<file path="config.mk">
export PLATFORM = sky130hd
export DESIGN_NAME = ffha_ctrl_flat
export DESIGN_NICKNAME = d
export VERILOG_FILES = /design/src/hdl/assert_macros.svh /design/src/hdl/ffha_pkg.sv /design/src/hdl/ffha_req_if.sv /design/src/hdl/ffha_rsp_if.sv /design/src/hdl/ffha_ctrl.sv /design/src/flat_wrapper.sv
export SDC_FILE = /design/constraint.sdc
export NUM_CORES = 1
export LEC_CHECK = 0
export ABC_AREA = 1
export BUFFER_PORTS_ARGS = -buffer_cell sky130_fd_sc_hd__buf_2
export CAP_MARGIN = 20
export CELL_PAD_IN_SITES_DETAIL_PLACEMENT = 0
export CELL_PAD_IN_SITES_GLOBAL_PLACEMENT = 1
export CORE_ASPECT_RATIO = 0.5
export CORE_UTILIZATION = 51
export CTS_BUF_LIST = sky130_fd_sc_hd__clkbuf_2
export CTS_CLUSTER_SIZE = 24
export DETAILED_ROUTE_END_ITERATION = 16
export PLACE_DENSITY_LB_ADDON = 0.08
export SLEW_MARGIN = 20
export SYNTH_ARGS = -nofsm -noshare
export SYNTH_HDL_FRONTEND = slang
export SYNTH_SLANG_ARGS = --single-unit
</file>
<file path="constraint.sdc">
create_clock -name clk -period 12.64 [get_ports clk]
set_clock_uncertainty 0.05 [all_clocks]
set_input_delay 1.264 -clock clk [delete_from_list [all_inputs] [get_ports clk]]
set_output_delay 1.264 -clock clk [all_outputs]
set_load 0.03 [all_outputs]
</file>
<file path="src/hdl/assert_macros.svh">
// assertion macros used by the allocator top file
`ifndef ASSERT_MACROS_SVH
`define ASSERT_MACROS_SVH

// checked property with reset masking
`define FFHA_ASSERT(label, clk, rst_n, prop, msg) \
    label: assert property (@(posedge clk) disable iff (!rst_n) prop) else $error(msg);

// checked property that also holds during reset
`define FFHA_ASSERT_ALWAYS(label, clk, prop, msg) \
    label: assert property (@(posedge clk) prop) else $error(msg);

`endif

</file>
<file path="src/hdl/ffha_pkg.sv">
// ----------------------------------------------------------------------------
// ffha_pkg
// shared types and constants of the first-fit heap allocator
// ----------------------------------------------------------------------------
`default_nettype none

package ffha_pkg;

    localparam int PAGE_BYTES_DEF  = 4096;
    localparam int HEAP_BYTES_DEF  = 65536;
    localparam int MAX_REGIONS_DEF = 16;
    localparam int MIN_PAYLOAD_DEF = 16;

    localparam int HDR_BYTES = 8;

    localparam logic OP_ALLOC = 1'b0;
    localparam logic OP_FREE  = 1'b1;

    localparam logic [1:0] STAT_DONE    = 2'd0;
    localparam logic [1:0] STAT_NO_ROOM = 2'd1;
    localparam logic [1:0] STAT_FOREIGN = 2'd2;

    typedef enum logic [3:0] {
        S_IDLE,
        S_A_START,
        S_A_CHK,
        S_A_WR2,
        S_C_INIT,
        S_C_SIZE,
        S_F_FIND,
        S_F_CHK,
        S_M_RD,
        S_M_CUR,
        S_M_NXT,
        S_FIN
    } state_t;

endpackage

`default_nettype wire

</file>
<file path="src/hdl/ffha_req_if.sv">
// ----------------------------------------------------------------------------
// ffha_req_if
// request channel: allocate or free
// ----------------------------------------------------------------------------
`default_nettype none

interface ffha_req_if;
    logic        valid;
    logic        ready;
    logic        opcode;
    logic [15:0] request_bytes;
    logic [31:0] release_address;

    modport source (output valid, opcode, request_bytes, release_address, input ready);
    modport sink (input valid, opcode, request_bytes, release_address, output ready);
endinterface

`default_nettype wire

</file>
<file path="src/hdl/ffha_rsp_if.sv">
// ----------------------------------------------------------------------------
// ffha_rsp_if
// result channel: granted address and status
// ----------------------------------------------------------------------------
`default_nettype none

interface ffha_rsp_if;
    logic        valid;
    logic        ready;
    logic [31:0] result_address;
    logic [1:0]  status;

    modport source (output valid, result_address, status, input ready);
    modport sink (input valid, result_address, status, output ready);
endinterface

`default_nettype wire

</file>
<file path="src/hdl/ffha_ctrl.sv">
// ----------------------------------------------------------------------------
// ffha_ctrl
// request sequencer: region walk, split, carve, free and merge
// ----------------------------------------------------------------------------
`default_nettype none

module ffha_ctrl #(
    parameter int PAGE_BYTES  = ffha_pkg::PAGE_BYTES_DEF,
    parameter int HEAP_BYTES  = ffha_pkg::HEAP_BYTES_DEF,
    parameter int MAX_REGIONS = ffha_pkg::MAX_REGIONS_DEF,
    parameter int MIN_PAYLOAD = ffha_pkg::MIN_PAYLOAD_DEF,
    localparam int SZ_W = $clog2(HEAP_BYTES),
    localparam int HW   = SZ_W + 1,
    localparam int HA_W = $clog2(HEAP_BYTES / 4),
    localparam int OFF_W = SZ_W + 1,
    localparam int RC_W = $clog2(MAX_REGIONS + 1)
) (
    input  wire logic             clk,
    input  wire logic             rst_n,
    ffha_req_if.sink              req,
    ffha_rsp_if.source            rsp,
    input  wire logic [31:0]      heap_base,
    output logic      [HA_W-1:0]  rd_addr,
    input  wire logic [HW-1:0]    rd_data,
    output logic                  wr_en,
    output logic      [HA_W-1:0]  wr_addr,
    output logic      [HW-1:0]    wr_data,
    output logic                  busy,
    output logic      [RC_W-1:0]  region_count,
    output logic      [OFF_W-1:0] carve_offset
);
    import ffha_pkg::*;

    localparam int CW   = ((SZ_W > 17) ? SZ_W : 17) + 3;
    localparam int RI_W = (MAX_REGIONS > 1) ? $clog2(MAX_REGIONS) : 1;
    localparam logic [CW-1:0] HDR_C   = CW'(HDR_BYTES);
    localparam logic [CW-1:0] SPLIT_C = CW'(HDR_BYTES + MIN_PAYLOAD);
    localparam logic [CW-1:0] PAGE_C  = CW'(PAGE_BYTES);
    localparam logic [CW-1:0] HEAP_C  = CW'(HEAP_BYTES);
    localparam logic [RC_W-1:0] MAXR_C = RC_W'(MAX_REGIONS);

    state_t state_reg, state_next;
    logic [CW-1:0]    need_reg, need_next;
    logic [CW-1:0]    off_reg, off_next;
    logic [RC_W-1:0]  r_reg, r_next;
    logic [CW-1:0]    pos_reg, pos_next;
    logic [CW-1:0]    end_reg, end_next;
    logic [CW-1:0]    nxt_reg, nxt_next;
    logic [CW-1:0]    bytes_reg, bytes_next;
    logic [HW-1:0]    hc_reg, hc_next;
    logic             carved_reg, carved_next;
    logic [RC_W-1:0]  count_reg, count_next;
    logic [OFF_W-1:0] carve_reg, carve_next;
    logic [31:0]      fin_addr_reg, fin_addr_next;
    logic [1:0]       fin_stat_reg, fin_stat_next;
    logic             out_valid_reg;
    logic [31:0]      out_addr_reg;
    logic [1:0]       out_stat_reg;
    logic [OFF_W-1:0] reg_start [MAX_REGIONS];
    logic [OFF_W-1:0] reg_len   [MAX_REGIONS];
    logic             reg_we;

    logic [RI_W-1:0]  ri;
    logic [CW-1:0]    rs, re, h_size, pos_step, hc_size, merged, rem, off_full, split_pos;
    logic             h_free, load_out;
    logic [31:0]      off32;

    assign ri        = r_reg[RI_W-1:0];
    assign rs        = CW'(reg_start[ri]);
    assign re        = CW'(reg_start[ri]) + CW'(reg_len[ri]);
    assign h_size    = CW'(rd_data[SZ_W-1:0]);
    assign h_free    = rd_data[SZ_W];
    assign pos_step  = pos_reg + HDR_C + h_size;
    assign hc_size   = CW'(hc_reg[SZ_W-1:0]);
    assign merged    = hc_size + HDR_C + h_size;
    assign rem       = h_size - need_reg;
    assign split_pos = pos_reg + HDR_C + need_reg;
    assign off32     = req.release_address - heap_base;
    assign off_full  = CW'(off32[SZ_W-1:0]);

    assign req.ready = (state_reg == S_IDLE);
    assign busy = (state_reg != S_IDLE);
    assign region_count = count_reg;
    assign carve_offset = carve_reg;
    assign load_out = (state_reg == S_FIN) && (!out_valid_reg || rsp.ready);

    assign rsp.valid = out_valid_reg;
    assign rsp.result_address = out_addr_reg;
    assign rsp.status = out_stat_reg;

    always_comb
    begin
        state_next    = state_reg;
        need_next     = need_reg;
        off_next      = off_reg;
        r_next        = r_reg;
        pos_next      = pos_reg;
        end_next      = end_reg;
        nxt_next      = nxt_reg;
        bytes_next    = bytes_reg;
        hc_next       = hc_reg;
        carved_next   = carved_reg;
        count_next    = count_reg;
        carve_next    = carve_reg;
        fin_addr_next = fin_addr_reg;
        fin_stat_next = fin_stat_reg;
        reg_we        = 1'b0;
        rd_addr       = pos_reg[HA_W+1:2];
        wr_en         = 1'b0;
        wr_addr       = pos_reg[HA_W+1:2];
        wr_data       = rd_data;
        unique case (state_reg)
            S_IDLE:
            begin
                if (req.valid)
                begin
                    r_next        = '0;
                    carved_next   = 1'b0;
                    fin_addr_next = '0;
                    need_next     = CW'(({1'b0, req.request_bytes} + 17'd3) & ~17'd3);
                    off_next      = off_full;
                    if (req.opcode == OP_FREE)
                    begin
                        if (off32 >= 32'(HEAP_BYTES))
                        begin
                            fin_stat_next = STAT_FOREIGN;
                            state_next    = S_FIN;
                        end
                        else
                        begin
                            state_next = S_F_FIND;
                        end
                    end
                    else if (req.request_bytes == 16'd0)
                    begin
                        fin_stat_next = STAT_NO_ROOM;
                        state_next    = S_FIN;
                    end
                    else if (count_reg == '0)
                    begin
                        state_next = S_C_INIT;
                    end
                    else
                    begin
                        state_next = S_A_START;
                    end
                end
            end
            S_A_START:
            begin
                pos_next   = rs;
                end_next   = re;
                rd_addr    = rs[HA_W+1:2];
                state_next = S_A_CHK;
            end
            S_A_CHK:
            begin
                if (h_free && (h_size >= need_reg))
                begin
                    fin_addr_next = heap_base + 32'(pos_reg + HDR_C);
                    fin_stat_next = STAT_DONE;
                    wr_en         = 1'b1;
                    if (rem >= SPLIT_C)
                    begin
                        wr_addr    = split_pos[HA_W+1:2];
                        wr_data    = {1'b1, SZ_W'(rem - HDR_C)};
                        state_next = S_A_WR2;
                    end
                    else
                    begin
                        wr_data    = {1'b0, rd_data[SZ_W-1:0]};
                        state_next = S_FIN;
                    end
                end
                else if (pos_step + HDR_C > end_reg)
                begin
                    if (carved_reg)
                    begin
                        fin_stat_next = STAT_NO_ROOM;
                        state_next    = S_FIN;
                    end
                    else if (r_reg + 1'b1 < count_reg)
                    begin
                        r_next     = r_reg + 1'b1;
                        state_next = S_A_START;
                    end
                    else
                    begin
                        state_next = S_C_INIT;
                    end
                end
                else
                begin
                    pos_next = pos_step;
                    rd_addr  = pos_step[HA_W+1:2];
                end
            end
            S_A_WR2:
            begin
                wr_en      = 1'b1;
                wr_data    = {1'b0, SZ_W'(need_reg)};
                state_next = S_FIN;
            end
            S_C_INIT:
            begin
                if (count_reg >= MAXR_C)
                begin
                    fin_stat_next = STAT_NO_ROOM;
                    state_next    = S_FIN;
                end
                else
                begin
                    bytes_next = PAGE_C;
                    state_next = S_C_SIZE;
                end
            end
            S_C_SIZE:
            begin
                if (bytes_reg < need_reg + HDR_C)
                begin
                    bytes_next = bytes_reg + PAGE_C;
                end
                else if (CW'(carve_reg) + bytes_reg > HEAP_C)
                begin
                    fin_stat_next = STAT_NO_ROOM;
                    state_next    = S_FIN;
                end
                else
                begin
                    wr_en       = 1'b1;
                    wr_addr     = carve_reg[HA_W+1:2];
                    wr_data     = {1'b1, SZ_W'(bytes_reg - HDR_C)};
                    reg_we      = 1'b1;
                    r_next      = count_reg;
                    count_next  = count_reg + 1'b1;
                    carve_next  = carve_reg + OFF_W'(bytes_reg);
                    carved_next = 1'b1;
                    state_next  = S_A_START;
                end
            end
            S_F_FIND:
            begin
                if (r_reg >= count_reg)
                begin
                    fin_stat_next = STAT_FOREIGN;
                    state_next    = S_FIN;
                end
                else if ((off_reg >= rs) && (off_reg < re))
                begin
                    pos_next   = rs;
                    end_next   = re;
                    rd_addr    = rs[HA_W+1:2];
                    state_next = S_F_CHK;
                end
                else
                begin
                    r_next = r_reg + 1'b1;
                end
            end
            S_F_CHK:
            begin
                if (pos_reg + HDR_C == off_reg)
                begin
                    wr_en      = 1'b1;
                    wr_data    = {1'b1, rd_data[SZ_W-1:0]};
                    pos_next   = rs;
                    state_next = S_M_RD;
                end
                else if (pos_step + HDR_C > end_reg)
                begin
                    fin_stat_next = STAT_FOREIGN;
                    state_next    = S_FIN;
                end
                else
                begin
                    pos_next = pos_step;
                    rd_addr  = pos_step[HA_W+1:2];
                end
            end
            S_M_RD:
            begin
                state_next = S_M_CUR;
            end
            S_M_CUR:
            begin
                hc_next  = rd_data;
                nxt_next = pos_step;
                if (pos_step + HDR_C > end_reg)
                begin
                    fin_stat_next = STAT_DONE;
                    state_next    = S_FIN;
                end
                else
                begin
                    rd_addr    = pos_step[HA_W+1:2];
                    state_next = S_M_NXT;
                end
            end
            S_M_NXT:
            begin
                if (hc_reg[SZ_W] && h_free)
                begin
                    wr_en   = 1'b1;
                    wr_data = {1'b1, SZ_W'(merged)};
                end
                else
                begin
                    pos_next = nxt_reg;
                end
                state_next = S_M_RD;
            end
            S_FIN:
            begin
                if (load_out)
                begin
                    state_next = S_IDLE;
                end
            end
            default:
            begin
                state_next = S_IDLE;
            end
        endcase
    end

    always_ff @(posedge clk or negedge rst_n)
    begin
        if (!rst_n)
        begin
            state_reg     <= S_IDLE;
            count_reg     <= '0;
            carve_reg     <= '0;
            out_valid_reg <= 1'b0;
        end
        else
        begin
            state_reg <= state_next;
            count_reg <= count_next;
            carve_reg <= carve_next;
            if (load_out)
            begin
                out_valid_reg <= 1'b1;
            end
            else if (rsp.ready)
            begin
                out_valid_reg <= 1'b0;
            end
        end
    end

    always_ff @(posedge clk)
    begin
        need_reg     <= need_next;
        off_reg      <= off_next;
        r_reg        <= r_next;
        pos_reg      <= pos_next;
        end_reg      <= end_next;
        nxt_reg      <= nxt_next;
        bytes_reg    <= bytes_next;
        hc_reg       <= hc_next;
        carved_reg   <= carved_next;
        fin_addr_reg <= fin_addr_next;
        fin_stat_reg <= fin_stat_next;
        if (load_out)
        begin
            out_addr_reg <= fin_addr_reg;
            out_stat_reg <= fin_stat_reg;
        end
        if (reg_we)
        begin
            reg_start[count_reg[RI_W-1:0]] <= carve_reg;
            reg_len[count_reg[RI_W-1:0]]   <= OFF_W'(bytes_reg);
        end
    end
endmodule

`default_nettype wire

</file>
<file path="src/flat_wrapper.sv">
// flat-port wrapper written by rule: the top's interface ports become plain ports
module ffha_ctrl_flat import ffha_pkg::*;
#(
    parameter int PAGE_BYTES  = ffha_pkg::PAGE_BYTES_DEF,
    parameter int HEAP_BYTES  = ffha_pkg::HEAP_BYTES_DEF,
    parameter int MAX_REGIONS = ffha_pkg::MAX_REGIONS_DEF,
    parameter int MIN_PAYLOAD = ffha_pkg::MIN_PAYLOAD_DEF,
    localparam int SZ_W = $clog2(HEAP_BYTES),
    localparam int HW   = SZ_W + 1,
    localparam int HA_W = $clog2(HEAP_BYTES / 4),
    localparam int OFF_W = SZ_W + 1,
    localparam int RC_W = $clog2(MAX_REGIONS + 1)
)
  (clk, rst_n, heap_base, rd_addr, rd_data, wr_en, wr_addr, wr_data, busy, region_count, carve_offset, req_valid, req_opcode, req_request_bytes, req_release_address, req_ready, rsp_valid, rsp_result_address, rsp_status, rsp_ready);
  ffha_req_if req_i ();
  ffha_rsp_if rsp_i ();
  input  wire logic clk;
  input  wire logic rst_n;
  input  wire logic [31:0] heap_base;
  output logic      [HA_W-1:0] rd_addr;
  input  wire logic [HW-1:0] rd_data;
  output logic wr_en;
  output logic      [HA_W-1:0] wr_addr;
  output logic      [HW-1:0] wr_data;
  output logic busy;
  output logic      [RC_W-1:0] region_count;
  output logic      [OFF_W-1:0] carve_offset;
  input wire logic [$bits(req_i.valid)-1:0] req_valid;
  input wire logic [$bits(req_i.opcode)-1:0] req_opcode;
  input wire logic [$bits(req_i.request_bytes)-1:0] req_request_bytes;
  input wire logic [$bits(req_i.release_address)-1:0] req_release_address;
  output wire logic [$bits(req_i.ready)-1:0] req_ready;
  output wire logic [$bits(rsp_i.valid)-1:0] rsp_valid;
  output wire logic [$bits(rsp_i.result_address)-1:0] rsp_result_address;
  output wire logic [$bits(rsp_i.status)-1:0] rsp_status;
  input wire logic [$bits(rsp_i.ready)-1:0] rsp_ready;
  assign req_i.valid = req_valid;
  assign req_i.opcode = req_opcode;
  assign req_i.request_bytes = req_request_bytes;
  assign req_i.release_address = req_release_address;
  assign req_ready = req_i.ready;
  assign rsp_valid = rsp_i.valid;
  assign rsp_result_address = rsp_i.result_address;
  assign rsp_status = rsp_i.status;
  assign rsp_i.ready = rsp_ready;
  ffha_ctrl #(.PAGE_BYTES(PAGE_BYTES), .HEAP_BYTES(HEAP_BYTES), .MAX_REGIONS(MAX_REGIONS), .MIN_PAYLOAD(MIN_PAYLOAD)) u_core (.clk(clk), .rst_n(rst_n), .req(req_i), .rsp(rsp_i), .heap_base(heap_base), .rd_addr(rd_addr), .rd_data(rd_data), .wr_en(wr_en), .wr_addr(wr_addr), .wr_data(wr_data), .busy(busy), .region_count(region_count), .carve_offset(carve_offset));
endmodule
</file>
==> impl_metrics.yaml, run 1 <==
run_status:
  status: "finished clean"
floorplanning:
  fp.dieW_um: 314
  io-pin-count: 207
  core_area_mm2: 0.0474
  dieArea_mm2: 0.0495
  fp-row-count: 56
  die_y_um: 158
  start_util_pct: 52.3
job:
  maxCapViolCount: 0
critical_path:
  path_cells: "buf_4, a21oi_1, o21ai_0, o21ai_0, o211ai_1, nand2_1, ha_1, fa_1, inv_1, ha_1, o21a_1, o21a_1, o21ai_0, a21oi_1, nand2_1, nand2_1, nor2_1, o21ai_0, nor3_2, o22ai_1, buf_2"
  critPathKind: "flop to output port"
  crit_path_start_kind: "flop"
  regToRegStartpoint: "u_core.pos_reg[3]$_SDFFCE_PP0P_"
  r2r_cells: 27
  crit_path_max_fanout: 68
  cpLargestDelayFamily: "compound AO/OA/AOI/OAI gates"
  worst_ep_required_time_ns: 11.33
  cpPeakStageDelay_ns: 0.87
  reg2reg_to: "u_core.pos_reg[0]$_SDFFCE_PP0P_"
  crit_arrival_ns: 6.90
  endpoint_kind: "output port"
  crit_slowest_cell: "dfxtp_4"
  cp_common_cell: "o21ai_0"
  crit_buf_inv: 3
  reg2reg_slack_ns: 6.76
sta:
  maxClockFrequency_mhz: 122
  slew_headroom_pct: 24.7
  finalSetupViolations: 0
  fin_crit_ns: 8.21
  tns_ns: 0
  rsz0062_at_grt: "no"
  worst_slew_pin_slew_ns: 1.12
  hold_violations: 0
  post-route-period-util_pct: 65.0
  slew_viol_final: 0
  worst_slack_ns: 4.43
global_route:
  grt_pass1_wl_um: 115000
  first_global_vias: 20300
  grt_max_degree: 69
  grt_use_total_pct: 30.7
  overflow: 0
  antenna_found_initial: 2
place:
  dp_cells: 3698
  dp_hpwl_um: 58000
  gp_congestion: 0.954
  preCtsSetupSlack_ns: 5.61
  place.port_buffers: 194
  postPlaceCellArea_mm2: 0.0265
logic_synthesis:
  syn_inst: 2899
  synth_seq_area_share_pct: 42.6
  syn_area_per_cell_um2: 8.54
  synth_edf_count: 336
  mappedNetlistArea_mm2: 0.0248
  synthDistinctLibCells: 67
  yosys_warnings: 0
  async_flop_share_pct: 4.23
  ys_dominant_reg_cell: "edfxtp_1"
  synth_seq_cells: 355
route:
  drt-pass1-iter-count: 5
  drt_iter0_markers: 1738
  drtAntennaViolNets: 0
  finalWirelength_um: 76100
  routedWlPerCell_um: 19.8
  drc_errors: 0
  viasPerCell: 5.52
  vias: 21200
worst_hold_path:
  hold_end: "u_core.rsp.result_address[19]$_DFFE_PP_"
  hp-class: "flop to flop"
  hold_path_startpoint: "u_core.fin_addr_reg[19]$_SDFFCE_PN0P_"
  min_path_cells: 0
clock_network:
  cts_buffers: 82
  post_cts_buffers: 0
  cts.clk_slew.worst_paths_ns: 0.12
  cts-root-buf: "clkbuf_2"
  cts_sinks: 355
  clock_latency_ns: 1.09
  htreeDepth: 3
  cts_tree: "done"
  cts.path.max_buffers: 3
pwr:
  p_leak_nw: 12.2
  power.density_mw_per_mm2: 240
  irDropWorstVdd_mv: 0.137
layout:
  syn_to_final_growth_pct: 9.85
  final_util_pct: 57.4
  stdcell_count: 3844
  num-nets-final: 3433
  drive_above_1_share_pct: 13.7
  stdcell_area_mm2: 0.0272
metal layers:
metal / GRT usage (%) / routed length (um) / share of wire (%) / up-vias
met5: 0 / 0 / 0 / -
met2: 49.2 / 34100 / 45 / 651
met1: 40.9 / 34200 / 45 / 9981
met4: 10.8 / 2240 / 2.9 / 0
li1: - / - / - / 10500
met3: 7.07 / 5500 / 7.2 / 122
per-stage QoR:
step | total power [mW] | hold slack (ns)
2_1_floorplan | 4.59 | 0.350
3_3_place_gp | 5.71 | 0.351
3_5_place_dp | 5.74 | 0.355
4_1_cts | 6.50 | 0.346
5_1_grt | 7.06 | 0.313
6_report | 6.53 | 0.359
cells in the mapped netlist, drive strengths merged (4+ instances only):
cell type | n | area share (%)
nand2 | 545 | 8.8
inv | 436 | 6.6
edfxtp | 336 | 41
nor2 | 240 | 3.8
o21ai | 237 | 4.8
a21oi | 230 | 4.7
ha | 178 | 9.0
nand3 | 121 | 2.7
xor2 | 99 | 3.5
o211ai | 66 | 2.0
nor3 | 54 | 1.1
clkbuf | 41 | 0.62
nand4 | 41 | 1.1
mux2i | 40 | 1.6
buf | 28 | 0.80
xnor2 | 28 | 0.99
o21a | 16 | 0.49
dfrtp | 15 | 1.5
o21bai | 14 | 0.44
o22ai | 14 | 0.35
nor4 | 12 | 0.30
o31ai | 10 | 0.30
nand3b | 9 | 0.32
a21o | 8 | 0.24
a221oi | 8 | 0.28
a31oi | 8 | 0.20
fa | 8 | 0.65
a2111oi | 6 | 0.21
or2 | 6 | 0.15
a22oi | 5 | 0.15
a211oi | 4 | 0.12
a21boi | 4 | 0.12
and2 | 4 | 0.10
clkinv | 4 | 0.061
dfxtp | 4 | 0.32
placed cells by master (no fill, tap or decap), types with 40 or more instances in the layout:
cell type / count
nand3_1: 112
nor2_1: 222
a21oi_1: 229
inv_1: 425
nand2_1: 512
clkbuf_2: 121
o21ai_0: 211
nand4_1: 40
xor2_1: 98
o211ai_1: 66
edfxtp_1: 336
mux2i_1: 40
ha_1: 178
buf_2: 194
nor3_1: 51
where the power goes:
group | total [mW] | internal (mW) | switching [mW]
combinational | 3.95 | 1.21 | 2.74
clock | 0.749 | 0.260 | 0.489
sequential | 1.84 | 1.63 | 0.206
total | 6.53 | 3.10 | 3.43
cell families after synthesis:
family | after synthesis | share of synthesized area (%)
simple gates | 1037 | 18.6
compound gates | 644 | 14.9
fa+ha+maj | 186 | 9.64
other cells | 1 | 0.0151
xor+xnor | 127 | 4.52
flops | 355 | 42.6
buf+inv | 509 | 8.11
mux | 40 | 1.62
area by class of cell:
type	instances	area [um2]
Clock inverter	23	119
Multi-Input combinational cell	2046	12300
Antenna cell	1	2.50
Clock buffer	121	606
Sequential cell	355	10500
Inverter	440	1650
Timing Repair Buffer	220	1170
Tap cell	638	798
Fill cell	4572	20200
timing repair:
item,CTS,global route
gates resized for setup,0,0
hold endpoints to repair,15,0
hold buffers,1,0
worst max-delay path by stage:
stage | from | to | slack [ns] | cells after the start
6_report | flop | rd_addr[8] | 4.43 | 21
5_1_grt | flop | rd_addr[11] | 3.80 | 26
4_1_cts | flop | rd_addr[8] | 4.43 | 21
2_1_floorplan | flop | rd_addr[10] | 6.49 | 26
3_5_place_dp | u_core.pos_reg[3]$_SDFFCE_PP0P_ | rd_addr[5] | 5.61 | 29
3_3_place_gp | flop | rd_addr[10] | 5.69 | 26
(Power assumes the default switching activity.)
==> run 2: changes to the inputs <==
Settings changed: ABC_AREA 1 to 0, CORE_UTILIZATION 51 to 45.
Clock period 12.64 ns to 6.9 ns, I/O delays scaled along.
==> run 2 against run 1 <==
Net effect: critical path depth is 4 higher; register-to-register slack worse by 5.4 ns; synthesized cell count is 25% lower; wire length decreased by 4.8%; clock power rose by 92%; die area grew 7.5%; setup slack got worse by 4.4 ns; critical path type unchanged; critical endpoint is now rd_addr[10].
==> impl_metrics.yaml, run 2 <==
pwr:
  power.density_mw_per_mm2: 441
  p_leak_nw: 11.5
  irDropWorstVdd_mv: 0.223
critical_path:
  worst_ep_required_time_ns: 6.16
  cpPeakStageDelay_ns: 0.52
  crit_slowest_cell: "edfxtp_1"
  crit_path_start_kind: "flop"
  crit_path_max_fanout: 6
  crit_arrival_ns: 6.14
  endpoint_kind: "output port"
  critPathKind: "flop to output port"
clock_network:
  cts.path.max_buffers: 3
  cts-root-buf: "clkbuf_2"
  cts_sinks: 355
  cts_buffers: 83
  htreeDepth: 3
  cts_tree: "done"
  cts.clk_slew.worst_paths_ns: 0.13
  clock_latency_ns: 1.11
logic_synthesis:
  syn_inst: 2171
  mappedNetlistArea_mm2: 0.0235
  synth_seq_cells: 355
  synth_edf_count: 336
  synth.area.top_cells: "edfxtp_1, ha_1, mux4_2"
  yosys_warnings: 0
  syn_area_per_cell_um2: 10.8
  synth.most_common_cell: "edfxtp_1"
  synthDistinctLibCells: 99
  synth_common_cells: "edfxtp_1, ha_1, nand2_1, nor2_1, inv_1"
  synth_seq_area_share_pct: 44.9
  async_flop_share_pct: 4.23
  synthDominantCellAreaShare_pct: 42.9
  ys_dominant_reg_cell: "edfxtp_1"
  yosysTopAreaCell: "edfxtp_1"
layout:
  fillers: 4601
  num-nets-final: 2885
  syn_to_final_growth_pct: 20.5
  drive_above_1_share_pct: 25.0
  final_util_pct: 55.7
  final_cell_mix: "edfxtp_1, buf_2, ha_1"
  final_common_cell: "edfxtp_1"
sta:
  worst_slack_ns: 0.0204
  fin_crit_ns: 6.88
  rsz0062_at_grt: "yes"
  slew_viol_final: 0
  finalSetupViolations: 0
  worst_slew_pin_slew_ns: 1.10
  maxClockFrequency_mhz: 145
  tns_ns: 0
  slew_headroom_pct: 26.3
  hold_violations: 0
  post-route-period-util_pct: 99.7
place:
  place.port_buffers: 194
  gp_congestion: 0.952
  dp_hpwl_um: 53400
  preCtsSetupSlack_ns: 0.449
floorplanning:
  core_area_mm2: 0.0509
  fp.dieW_um: 325
  start_util_pct: 46.2
  io-pin-count: 207
  dieArea_mm2: 0.0532
  fp-row-count: 58
  die_y_um: 164
global_route:
  overflow: 0
  antenna_found_initial: 2
  grt_use_total_pct: 27.3
  first_global_vias: 18400
  grt_max_degree: 35
  grt_pass1_wl_um: 109000
route:
  drtAntennaViolNets: 0
  finalWirelength_um: 72400
  viasPerCell: 5.67
  routedWlPerCell_um: 21.7
  drt-pass1-iter-count: 6
  drt_iter0_markers: 1482
  drc_errors: 0
  vias: 18900
run_status:
  status: "finished clean"
worst_hold_path:
  hp-class: "input pin to flop"
job:
  maxCapViolCount: 0
-- run 2: cell count changes after synthesis, sizes merged, moves of 23 or more --
cell / change
xor2: -40
and3: +24
nand3: -53
a21oi: -103
mux4: +50
nor2: -87
inv: -287
nand2b: +24
a21o: +25
nand2: -380
nor2b: +23
o211ai: -45
o21ai: -117
xnor2: +92
-- run 2: report_power, final --
group          switching, mW  leakage, nW  internal [mW]
clock                  0.919        0.556          0.519
sequential             0.331         3.36           2.87
combinational           4.52         7.53           3.33
total                   5.77         11.5           6.73
-- run 2: worst max-delay path: cells and delay by family (launching register included) --
kind,cells,cell delay [ns]
xor gates and xnor gates,2,0.33
buffers and inverters,5,0.78
DFF,1,0.52
adders and majority gates,3,0.80
and+or+nand+nor,8,1.01
AOI/OAI and AO/OA,6,1.28
muxes,1,0.33
-- run 2: layout make-up --
class	count	area [um2]	share of cell area, %
Timing Repair Buffer	409	2920	10.3
Inverter	150	563	1.99
Sequential cell	355	10600	37.2
Tap cell	690	863	3.05
Clock inverter	30	206	0.729
Antenna cell	4	10.0	0.0353
Multi-Input combinational cell	1598	12700	44.7
Clock buffer	108	541	1.91
-- run 2: routing by layer --
layer	GRT usage, %	share of wire [%]
met1	37.1	45
met2	43.7	45
met3	5.32	6.4
met4	9.61	3.3
met5	0	0
-- run 2: final timing paths --
kind | startpoint | to | slack [ns] | cells past startpoint
worst min register to register | u_core.fin_addr_reg[14]$_SDFFCE_PN0P_ | u_core.rsp.result_address[14]$_DFFE_PP_ | 0.32 | 0
worst min-delay path | req_release_address[1] | u_core.off_reg[1]$_DFFE_PP_ | 0.13 | 4
max in group asynchronous | rst_n | u_core.rsp.valid$_DFFE_PN0P_ | 5.52 | 3
min in group asynchronous | rst_n | u_core.carve_offset[16]$_DFFE_PN0P_ | 0.72 | 3
worst max register to register | u_core.pos_reg[3]$_SDFFCE_PP0P_ | flop | 1.34 | 26
worst max-delay path | u_core.pos_reg[3]$_SDFFCE_PP0P_ | rd_addr[10] | 0.02 | 25
-- run 2: per-stage QoR --
step / hold WS [ns] / instance area (um2) / total power [mW] / instances
3_5_place_dp: 0.355 / 25600 / 9.96 / 3062
3_3_place_gp: 0.351 / 25600 / 9.97 / 3062
5_1_grt: 0.0300 / 28300 / 13.3 / 3344
4_1_cts: 0.00900 / 27800 / 12.1 / 3303
2_1_floorplan: 0.344 / 23600 / 7.87 / 2182
6_report: 0.131 / 28300 / 12.5 / 3344
-- run 2: timing repair --
action	in CTS	in global routing
endpoints found under the setup margin	20	35
resized for setup	82	45
hold buffers	62	1
hold endpoints to repair	64	1
pin swaps	22	45
setup buffers	39	36
gates cloned	2	0
-- run 2: logic make-up (layout without fill, tap and decap cells) --
family,after synthesis,count (layout),synth area share (%)
XOR/XNOR,179,179,6.67
AO/OA/AOI/OAI,500,500,14.3
multiplexers,97,97,6.87
buffers and inverters,229,697,4.06
flip-flops,355,355,44.9
AND/OR/NAND/NOR,624,624,13.1
other,1,16,0.0160
adder cells (fa/ha/maj),186,186,10.2
==> run 3: changes to the inputs <==
Clock period 6.9 ns to 5.85 ns, I/O delays scaled along.
==> run 3 against run 2 <==
Net effect: largest power group unchanged; register-to-register slack lost 0.84 ns; sequential power grew 14%; flip-flop and latch count is the same; sequential share of layout area shrank 2.6 points; the run now ends with setup timing left; design area grew 7.4%; critical endpoint is now rd_addr[4]; first-iteration DRC count grew 6.9%; clock power grew 14%; core utilization grew 4.1 points; critical path depth shrank 1; cell count grew 4.7%; global-route usage grew 0.50 points.
==> impl_metrics.yaml, run 3 (same netlist as run 2, synthesis figures left out) <==
route:
  viasPerCell: 5.57
  finalWirelength_um: 73900
  drc_errors: 0
  routedWlPerCell_um: 21.1
  drtAntennaViolNets: 0
  drt_iter0_markers: 1584
  drt-pass1-iter-count: 7
  vias: 19500
sta:
  finalSetupViolations: 15
  hold_violations: 0
  fin_crit_ns: 6.53
  hold_ws_ns: 0.164
  slew_viol_final: 0
  rsz0062_at_grt: "yes"
  worst_slack_ns: -0.678
  worst_slew_pin_slew_ns: 1.03
  slew_headroom_pct: 30.2
  maxClockFrequency_mhz: 153
  tns_ns: -9.07
  post-route-period-util_pct: 112
global_route:
  overflow: 0
  grt_max_degree: 38
  antenna_found_initial: 1
  first_global_vias: 19300
  grt_use_total_pct: 27.8
  grt_pass1_wl_um: 112000
pwr:
  irDropWorstVdd_mv: 0.252
  p_leak_nw: 12.4
  power.density_mw_per_mm2: 508
  total_power_mw: 15.5
floorplanning:
  io-pin-count: 207
  fp.dieW_um: 325
  dieArea_mm2: 0.0532
  core_area_mm2: 0.0509
  fp-row-count: 58
  die_y_um: 164
  start_util_pct: 46.2
critical_path:
  crit_path_start_kind: "flop"
  crit_arrival_ns: 5.89
  endpoint_kind: "output port"
  worst_ep_required_time_ns: 5.22
  critPathKind: "flop to output port"
  crit_path_max_fanout: 7
clock_network:
  cts-root-buf: "clkbuf_2"
  cts.clk_slew.worst_paths_ns: 0.09
  cts.path.max_buffers: 3
  clock_latency_ns: 1.09
  cts_tree: "done"
  cts_sinks: 355
  cts_buffers: 83
  htreeDepth: 3
place:
  gp_congestion: 0.950
  place.port_buffers: 194
  preCtsSetupSlack_ns: -0.192
  dp_cells: 3135
  dp_hpwl_um: 53800
job:
  maxCapViolCount: 0
layout:
  syn_to_final_growth_pct: 29.5
  final_cell_mix: "edfxtp_1, buf_4, ha_1"
  drive_above_1_share_pct: 29.9
  stdcell_count: 3502
  final_common_cell: "edfxtp_1"
  num-nets-final: 3044
run_status:
  violations: "setup timing"
  status: "finished with violations"
worst_hold_path:
  hp-class: "input pin to flop"
[run 3: changes by cell type in the layout (fill, tap and decap cells not counted), sizes merged, moves of 2 or more]
cell,delta
bufbuf,-2
clkbuf,+7
diode,-3
buf,+111
dlygate4sd3,+49
inv,-4
clkinvlp,+4
clkinv,-4
[run 3: area by class of cell]
| class | instances | area, um2 |
|---|---|---|
| Timing Repair Buffer | 567 | 4540 |
| Clock inverter | 25 | 149 |
| Antenna cell | 1 | 2.50 |
| Inverter | 150 | 567 |
| Clock buffer | 115 | 576 |
| Fill cell | 4382 | 20400 |
| Tap cell | 690 | 863 |
| Multi-Input combinational cell | 1599 | 13200 |
| Sequential cell | 355 | 10500 |
[run 3: path summary, 6_finish.rpt]
path | from | to | slack (ns) | depth (start not counted)
max | u_core.pos_reg[9]$_SDFFCE_PP0P_ | rd_addr[4] | -0.68 | 24
max reg2reg | u_core.pos_reg[9]$_SDFFCE_PP0P_ | u_core.pos_reg[15]$_DFFE_PP_ | 0.50 | 24
max in group asynchronous | rst_n | u_core.state_reg[1]$_DFFE_PN0P_ | 4.56 | 3
min | req_release_address[8] | u_core.off_reg[8]$_DFFE_PP_ | 0.16 | 3
min reg2reg | u_core.fin_addr_reg[1]$_SDFFCE_PN0P_ | u_core.rsp.result_address[1]$_DFFE_PP_ | 0.32 | 0
min in group asynchronous | rst_n | u_core.region_count[3]$_DFFE_PN0P_ | 0.63 | 3
[run 3: repair_timing]
item	4_1_cts	5_1_grt
gates cloned	3	1
hold endpoints to repair	96	0
hold buffers	112	0
pin swaps	90	73
setup endpoints to repair	46	44
gates resized for setup	231	111
setup buffers	82	34
[run 3: layer usage]
layer / global-route usage (%) / routed length (um) / vias to the layer above
met3: 4.63 / 4470 / 114
met2: 45.5 / 33900 / 642
met1: 38.2 / 33700 / 9389
li1: - / - / 9376
met4: 7.59 / 1850 / 0
met5: 0 / 0 / -
[run 3: critical path: stages (launching register included)]
cell,delay [ns]
edfxtp_1,0.51
buf_4,0.24
nand4_4,0.21
nor3_4,0.28
xor2_1,0.25
ha_1,0.29
buf_4,0.17
and2_1,0.15
o21ai_1,0.14
o31ai_2,0.11
a311oi_4,0.33
nand3_2,0.14
xnor2_2,0.16
ha_1,0.31
nand4_1,0.11
nor3_2,0.19
nand3_1,0.10
nor3_2,0.13
buf_4,0.16
o2bb2ai_4,0.09
a31oi_4,0.20
buf_12,0.15
buf_8,0.12
a22o_1,0.17
buf_6,0.14
[run 3: stage by stage]
stage / cell area [um2] / util (%)
5_1_grt: 30400 / 59.8
4_1_cts: 29800 / 58.6
3_5_place_dp: 26300 / 51.6
2_1_floorplan: 23600 / -
6_report: 30400 / 59.8
3_3_place_gp: 26300 / 51.6
[run 3: power breakdown]
part / switching, mW / internal, mW / total, mW
clock: 1.06 / 0.581 / 1.64
sequential: 0.277 / 3.39 / 3.66
combinational: 5.74 / 4.44 / 10.2
